## src/rtl/core/fcqc_pkg.sv

```systemverilog
// ----------------------------------------------------------------------------
// fcqc_pkg: shared types and constants of the face crop quality check
// Register map, field widths, verdict codes and the Laplacian kernel helper.
// ----------------------------------------------------------------------------
package fcqc_pkg;

    localparam int PIXEL_W      = 8;
    localparam int CFG_SIZE_W   = 9;
    localparam int BLUR_THR_W   = 20;
    localparam int LEVEL_THR_W  = 8;
    localparam int APB_ADDR_W   = 5;
    localparam int APB_DATA_W   = 32;

    // register indexes, byte address = 4 * index
    typedef enum logic [2:0] {
        REG_FRAME_WIDTH      = 3'd0,
        REG_FRAME_HEIGHT     = 3'd1,
        REG_BLUR_THRESHOLD   = 3'd2,
        REG_DARK_THRESHOLD   = 3'd3,
        REG_BRIGHT_THRESHOLD = 3'd4
    } t_reg_idx;

    localparam logic [CFG_SIZE_W-1:0]  RST_FRAME_WIDTH      = 9'd256;
    localparam logic [CFG_SIZE_W-1:0]  RST_FRAME_HEIGHT     = 9'd256;
    localparam logic [BLUR_THR_W-1:0]  RST_BLUR_THRESHOLD   = 20'd65;
    localparam logic [LEVEL_THR_W-1:0] RST_DARK_THRESHOLD   = 8'd45;
    localparam logic [LEVEL_THR_W-1:0] RST_BRIGHT_THRESHOLD = 8'd235;

    // result word layout
    localparam int BRIGHTNESS_W = 24;
    localparam int EDGE_W       = 27;
    localparam int EDGE_SQ_W    = 36;
    localparam int OUT_DATA_W   = 96;
    localparam int OUT_PAD_W    = OUT_DATA_W - (1 + 2 + BRIGHTNESS_W + EDGE_W + EDGE_SQ_W);

    typedef enum logic [1:0] {
        VERDICT_GOOD   = 2'd0,
        VERDICT_BLURRY = 2'd1,
        VERDICT_DARK   = 2'd2,
        VERDICT_BRIGHT = 2'd3
    } t_verdict;

    typedef struct packed {
        logic     done;
        t_verdict verdict;
    } t_vrd_sts;

    typedef logic signed [10:0] t_lap;

    // up + down + left + right - 4 * center
    function automatic t_lap f_lap(
        input logic [PIXEL_W-1:0] ctr,
        input logic [PIXEL_W-1:0] up,
        input logic [PIXEL_W-1:0] dn,
        input logic [PIXEL_W-1:0] lf,
        input logic [PIXEL_W-1:0] rt
    );
        logic [9:0] sum4;
        sum4 = 10'(up) + 10'(dn) + 10'(lf) + 10'(rt);
        return $signed({1'b0, sum4}) - $signed({1'b0, ctr, 2'b00});
    endfunction

endpackage

```

## src/rtl/core/fcqc_verdict.sv

```systemverilog
// ----------------------------------------------------------------------------
// fcqc_verdict: end-of-crop variance and brightness decision
// Runs the exact integer comparisons on one shared 32x32 multiplier; an even
// step issues each partial product, the odd step folds it, all modulo 2^64.
// ----------------------------------------------------------------------------
module fcqc_verdict #(
    parameter int WIDTH_W    = 9,
    parameter int HEIGHT_W   = 9,
    parameter int AREA_W     = 17,
    parameter int PIX_SUM_W  = 24,
    parameter int EDGE_SUM_W = 27,
    parameter int SQ_SUM_W   = 36
) (
    input  logic                                  i_clk,
    input  logic                                  i_rst_n,
    input  logic                                  i_start,
    input  logic [WIDTH_W-1:0]                    i_width,
    input  logic [HEIGHT_W-1:0]                   i_height,
    input  logic [fcqc_pkg::BLUR_THR_W-1:0]       i_blur_threshold,
    input  logic [fcqc_pkg::LEVEL_THR_W-1:0]      i_dark_threshold,
    input  logic [fcqc_pkg::LEVEL_THR_W-1:0]      i_bright_threshold,
    input  logic [PIX_SUM_W-1:0]                  i_pix_sum,
    input  logic signed [EDGE_SUM_W-1:0]          i_edge_sum,
    input  logic [SQ_SUM_W-1:0]                   i_sq_sum,
    output fcqc_pkg::t_vrd_sts                    o_sts
);

    localparam int TN_W  = fcqc_pkg::BLUR_THR_W + AREA_W;
    localparam int LVN_W = fcqc_pkg::LEVEL_THR_W + AREA_W;

    typedef enum logic [3:0] {
        OP_AREA    = 4'd0,
        OP_SQ_LO   = 4'd1,
        OP_SQ_HI   = 4'd2,
        OP_S_LO    = 4'd3,
        OP_S_CROSS = 4'd4,
        OP_TN      = 4'd5,
        OP_LIM_LO  = 4'd6,
        OP_LIM_HI  = 4'd7,
        OP_DARK    = 4'd8,
        OP_BRIGHT  = 4'd9,
        OP_DECIDE  = 4'd10
    } t_mul_op;

    logic                r_busy;
    logic [4:0]          r_step;
    logic [63:0]         r_prod;
    logic [AREA_W-1:0]   r_n;
    logic [63:0]         r_mag;
    logic [TN_W-1:0]     r_tn;
    logic [63:0]         r_spread;
    logic [63:0]         r_limit;
    logic [LVN_W-1:0]    r_dark_n;
    logic [LVN_W-1:0]    r_bright_n;

    t_mul_op             op;
    logic [31:0]         mul_a;
    logic [31:0]         mul_b;
    logic [63:0]         mul_p;
    logic [63:0]         sq64;
    logic [63:0]         tn64;
    logic [63:0]         s64;
    logic [63:0]         sum64;
    fcqc_pkg::t_verdict  verdict;

    assign op    = t_mul_op'(r_step[4:1]);
    assign sq64  = 64'(i_sq_sum);
    assign tn64  = 64'(r_tn);
    assign s64   = 64'(i_edge_sum);
    assign sum64 = 64'(i_pix_sum);

    // operand select: even step issues the product, odd step folds it
    always_comb begin
        mul_a = '0;
        mul_b = '0;
        case (op)
            OP_AREA: begin
                mul_a = 32'(i_width);
                mul_b = 32'(i_height);
            end
            OP_SQ_LO: begin
                mul_a = 32'(r_n);
                mul_b = sq64[31:0];
            end
            OP_SQ_HI: begin
                mul_a = 32'(r_n);
                mul_b = sq64[63:32];
            end
            OP_S_LO: begin
                mul_a = r_mag[31:0];
                mul_b = r_mag[31:0];
            end
            OP_S_CROSS: begin
                mul_a = r_mag[63:32];
                mul_b = r_mag[31:0];
            end
            OP_TN: begin
                mul_a = 32'(i_blur_threshold);
                mul_b = 32'(r_n);
            end
            OP_LIM_LO: begin
                mul_a = 32'(r_n);
                mul_b = tn64[31:0];
            end
            OP_LIM_HI: begin
                mul_a = 32'(r_n);
                mul_b = tn64[63:32];
            end
            OP_DARK: begin
                mul_a = 32'(i_dark_threshold);
                mul_b = 32'(r_n);
            end
            OP_BRIGHT: begin
                mul_a = 32'(i_bright_threshold);
                mul_b = 32'(r_n);
            end
            default: begin
                mul_a = '0;
                mul_b = '0;
            end
        endcase
    end

    assign mul_p = 64'(mul_a) * 64'(mul_b);

    always_ff @(posedge i_clk) begin
        if (!i_rst_n) begin
            r_busy <= 1'b0;
            r_step <= '0;
        end else if (i_start) begin
            r_busy <= 1'b1;
            r_step <= '0;
        end else if (r_busy) begin
            if (op == OP_DECIDE) begin
                r_busy <= 1'b0;
            end else begin
                r_step <= r_step + 5'd1;
            end
        end
    end

    always_ff @(posedge i_clk) begin
        r_prod <= mul_p;
        if (i_start) begin
            r_mag <= s64[63] ? (64'd0 - s64) : s64;
        end
        if (r_busy && r_step[0]) begin
            case (op)
                OP_AREA:    r_n        <= AREA_W'(r_prod);
                OP_SQ_LO:   r_spread   <= r_prod;
                OP_SQ_HI:   r_spread   <= r_spread + {r_prod[31:0], 32'd0};
                OP_S_LO:    r_spread   <= r_spread - r_prod;
                // cross term of the square: 2 * hi * lo shifted by 32
                OP_S_CROSS: r_spread   <= r_spread - {r_prod[30:0], 33'd0};
                OP_TN:      r_tn       <= TN_W'(r_prod);
                OP_LIM_LO:  r_limit    <= r_prod;
                OP_LIM_HI:  r_limit    <= r_limit + {r_prod[31:0], 32'd0};
                OP_DARK:    r_dark_n   <= LVN_W'(r_prod);
                OP_BRIGHT:  r_bright_n <= LVN_W'(r_prod);
                default: begin
                end
            endcase
        end
    end

    always_comb begin
        if (r_spread < r_limit) begin
            verdict = fcqc_pkg::VERDICT_BLURRY;
        end else if (sum64 < 64'(r_dark_n)) begin
            verdict = fcqc_pkg::VERDICT_DARK;
        end else if (sum64 > 64'(r_bright_n)) begin
            verdict = fcqc_pkg::VERDICT_BRIGHT;
        end else begin
            verdict = fcqc_pkg::VERDICT_GOOD;
        end
    end

    assign o_sts.done    = r_busy && (op == OP_DECIDE);
    assign o_sts.verdict = verdict;

endmodule
```

## config.mk

```make
export PLATFORM = sky130hd
export DESIGN_NAME = fcqc_verdict
export DESIGN_NICKNAME = d
export VERILOG_FILES = /design/src/rtl/core/fcqc_pkg.sv /design/src/rtl/core/fcqc_verdict.sv
export SDC_FILE = /design/constraint.sdc
export NUM_CORES = 2
export LEC_CHECK = 0
export CAP_MARGIN = 20
export CORE_MARGIN = 2
export CORE_UTILIZATION = 50
export CTS_BUF_LIST = sky130_fd_sc_hd__clkbuf_16
export DETAILED_ROUTE_END_ITERATION = 6
export DONT_BUFFER_PORTS = 1
export GPL_TIMING_DRIVEN = 0
export PLACE_DENSITY_LB_ADDON = 0.2
export SLEW_MARGIN = 30
export SYNTH_ARGS = -nofsm -noshare
export SYNTH_HDL_FRONTEND = slang
export SYNTH_SLANG_ARGS = --single-unit
```

## constraint.sdc

```tcl
create_clock -name i_clk -period 25.6 [get_ports i_clk]
set_input_delay 1.28 -clock i_clk [delete_from_list [all_inputs] [get_ports i_clk]]
set_output_delay 1.28 -clock i_clk [all_outputs]
set_load 0.005 [all_outputs]
```

==> impl_metrics.env <==
export IMPL_slew_headroom=0.204
export IMPL_dieArea_mm2=0.114
export IMPL_worst_pin_slew_ns=1.19
export IMPL_power_per_cell_area_mw_per_mm2=37.6
export IMPL_synth_seq_cells=330
export IMPL_grt_pass1_wl_um=311000
export IMPL_place_ws_ns=13.34
export IMPL_drt_iter0_drc=5120
export IMPL_routed_wl_um=213000
export IMPL_place_hpwl_um=179000
export IMPL_row_count=122
export IMPL_netlist_instances=6202
export IMPL_fin_ws_ns=13.10
export IMPL_slew_violations=0
export IMPL_p_leak_nw=28.4
export IMPL_endpoint_kind="flip-flop"
export IMPL_cts_resized=0
export IMPL_synth_most_common_cell="inv_1"
export IMPL_slowest_stage="nor2_1"
export IMPL_hold_viol_final=0
export IMPL_ys_top_cells_by_area="fa_1, edfxtp_1, ha_1"
export IMPL_synth_edf_count=260
export IMPL_routed_via_count=47100
export IMPL_drcViolationCount=7
export IMPL_violations="design-rule violations"
export IMPL_wl_per_cell_um=27.2
export IMPL_synth_largest_area_cell="fa_1"
export IMPL_rr_startpoint="r_step[4]$_SDFFE_PP0P_"
export IMPL_final_layout_size_suffix_gt1_frac=0.0341
export IMPL_antenna_left=0
export IMPL_port_buffers=0
export IMPL_status="complete, but fails checks"
export IMPL_crit_top_cell="fa_1"
export IMPL_fin_cells=7824
export IMPL_syn_area_mm2=0.0557
export IMPL_finalSetupViolCount=0
export IMPL_antenna_found_initial=15
export IMPL_fin_skew_ns=0.0341
export IMPL_grtUsageTotal=0.378
export IMPL_dpl_instance_area_mm2=0.0584
export IMPL_ctsHtreeMaxLevel=2
export IMPL_final_util=0.540
export IMPL_synthArstFlopShare=0
export IMPL_period_share=0.488
export IMPL_synthFlopType="edfxtp_1"
export IMPL_grt_overflow=0
export IMPL_cts_buffer_depth=3
export IMPL_fmax_mhz=80.0
export IMPL_numCtsBuffers=39
export IMPL_start_util=0.504
export IMPL_clk_latency_ns=0.61
export IMPL_worstPathRequired_ns=26.08
export IMPL_tns_ns=0
export IMPL_netlist_area_leader_share=0.318
export IMPL_nets=7859
export IMPL_syn_nets=7763
export IMPL_avgSynthCellArea_um2=8.98
export IMPL_period_minus_slack_ns=12.50
export IMPL_cts_tree="done"
export IMPL_drt_pass1_iter_count=7
export IMPL_yosysWarnings=0
export IMPL_worstSetupPathType="reg2reg"
export IMPL_core_mm2=0.111
export IMPL_clockRootBuffer="clkbuf_16"
export IMPL_fin_hold_ws_ns=0.453
export IMPL_yosysUniqueCellTypes=84
export IMPL_fp_dieH_um=338
export IMPL_crit_path_start_kind="flip-flop"
export IMPL_hp_class="reg2reg"
export IMPL_ir_worst_vdd_uv=64.5
export IMPL_cts_sinks=330
export IMPL_rsz0062_at_grt="no"
export IMPL_num_io_pins=147
export IMPL_synthTopCellsByCount="inv_1, fa_1, nand2_1"
export IMPL_grt_pass1_vias=46600
export IMPL_max_stage_delay_ns=0.94
export IMPL_clk_transition_reported_paths_ns=0.07
export IMPL_yosysSeqAreaShare=0.165
export IMPL_hold_buffers=0
export IMPL_viasPerCell=6.02
export IMPL_post_cts_buffers=0
export IMPL_dpl_cell_count=7745
export IMPL_power_mw=2.24
export IMPL_arrival_ns=12.97
export IMPL_cp_max_fo=10
export IMPL_final_area_mm2=0.0596
export IMPL_drv_cap=0
export IMPL_fp_dieW_um=338
export IMPL_gp_congestion=1.07
export IMPL_min_from="r_prod[32]$_DFF_P_"
export IMPL_grt_max_degree=31
export IMPL_area_delta_synth_final_pct=7.08
export IMPL_cp_startpoint="r_step[4]$_SDFFE_PP0P_"
==> worst paths after layout <==
check,end,slack [ns],cells after the start
max,r_prod[62]$_DFF_P_,13.10,31
min,r_tn[32]$_DFFE_PP_,0.45,0
max reg2reg,r_prod[62]$_DFF_P_,13.10,31
min reg2reg,r_tn[32]$_DFFE_PP_,0.45,0
==> layer usage <==
| metal | up-vias | share of wire | track usage |
|---|---|---|---|
| met5 | - | 0.00058 | 0.00809 |
| met4 | 18 | 0.061 | 0.192 |
| met3 | 571 | 0.12 | 0.111 |
| met2 | 2689 | 0.42 | 0.557 |
| met1 | 23500 | 0.40 | 0.505 |
| li1 | 20400 | - | - |
==> power by group <==
| group | internal [mW] | switching (mW) |
|---|---|---|
| Combinational | 0.371 | 0.559 |
| Clock | 0.323 | 0.258 |
| Sequential | 0.623 | 0.105 |
==> worst max-delay path: cells and delay by family, from the launching register on <==
kind / cells / cell delay (ns)
compound gates: 3 / 1.24
fa+ha+maj: 9 / 4.61
buf+inv: 10 / 3.43
flops: 1 / 0.30
simple gates: 9 / 2.80
==> layout by cell type (no fill, tap or decap), types with 62 or more instances in the layout <==
| master | n |
|---|---|
| nand4_1 | 65 |
| xnor2_1 | 136 |
| ha_1 | 532 |
| a21oi_1 | 259 |
| nand3_1 | 62 |
| inv_1 | 1173 |
| fa_1 | 885 |
| nor2_1 | 622 |
| edfxtp_1 | 260 |
| o21ai_0 | 187 |
| dfxtp_1 | 70 |
| clkbuf_1 | 221 |
| nand2_1 | 682 |
| a21o_1 | 161 |
| xor2_1 | 76 |
| nand2b_1 | 65 |
==> sequential cells by signal, summed over array words and instances, names as in the netlist <==
signal and cells:
r_bright_n 25, r_busy 1, r_dark_n 25, r_limit 64, r_mag 28, r_n 17
r_prod 64, r_spread 64, r_step 5, r_tn 37
==> layout make-up <==
| type | count | area, um2 |
|---|---|---|
| diodes | 7 | 17.5 |
| plain buffers | 256 | 990 |
| clock buffers | 43 | 1080 |
| clock inverters | 29 | 194 |
| fillers | 10400 | 50900 |
| inverters | 1160 | 4350 |
| multi-input cells | 4456 | 41500 |
| flip-flops and latches | 330 | 9210 |
| well taps | 1488 | 1860 |
| repair buffers | 55 | 460 |
==> logic make-up after synthesis <==
group                    synth area share
AND/OR/NAND/NOR                     0.135
flip-flops                          0.165
other                           0.0000673
AO/OA/AOI/OAI                       0.129
adder cells (fa/ha/maj)             0.438
buffers and inverters              0.0955
XOR/XNOR                           0.0333
multiplexers                      0.00472
(Power assumes the default switching activity.)
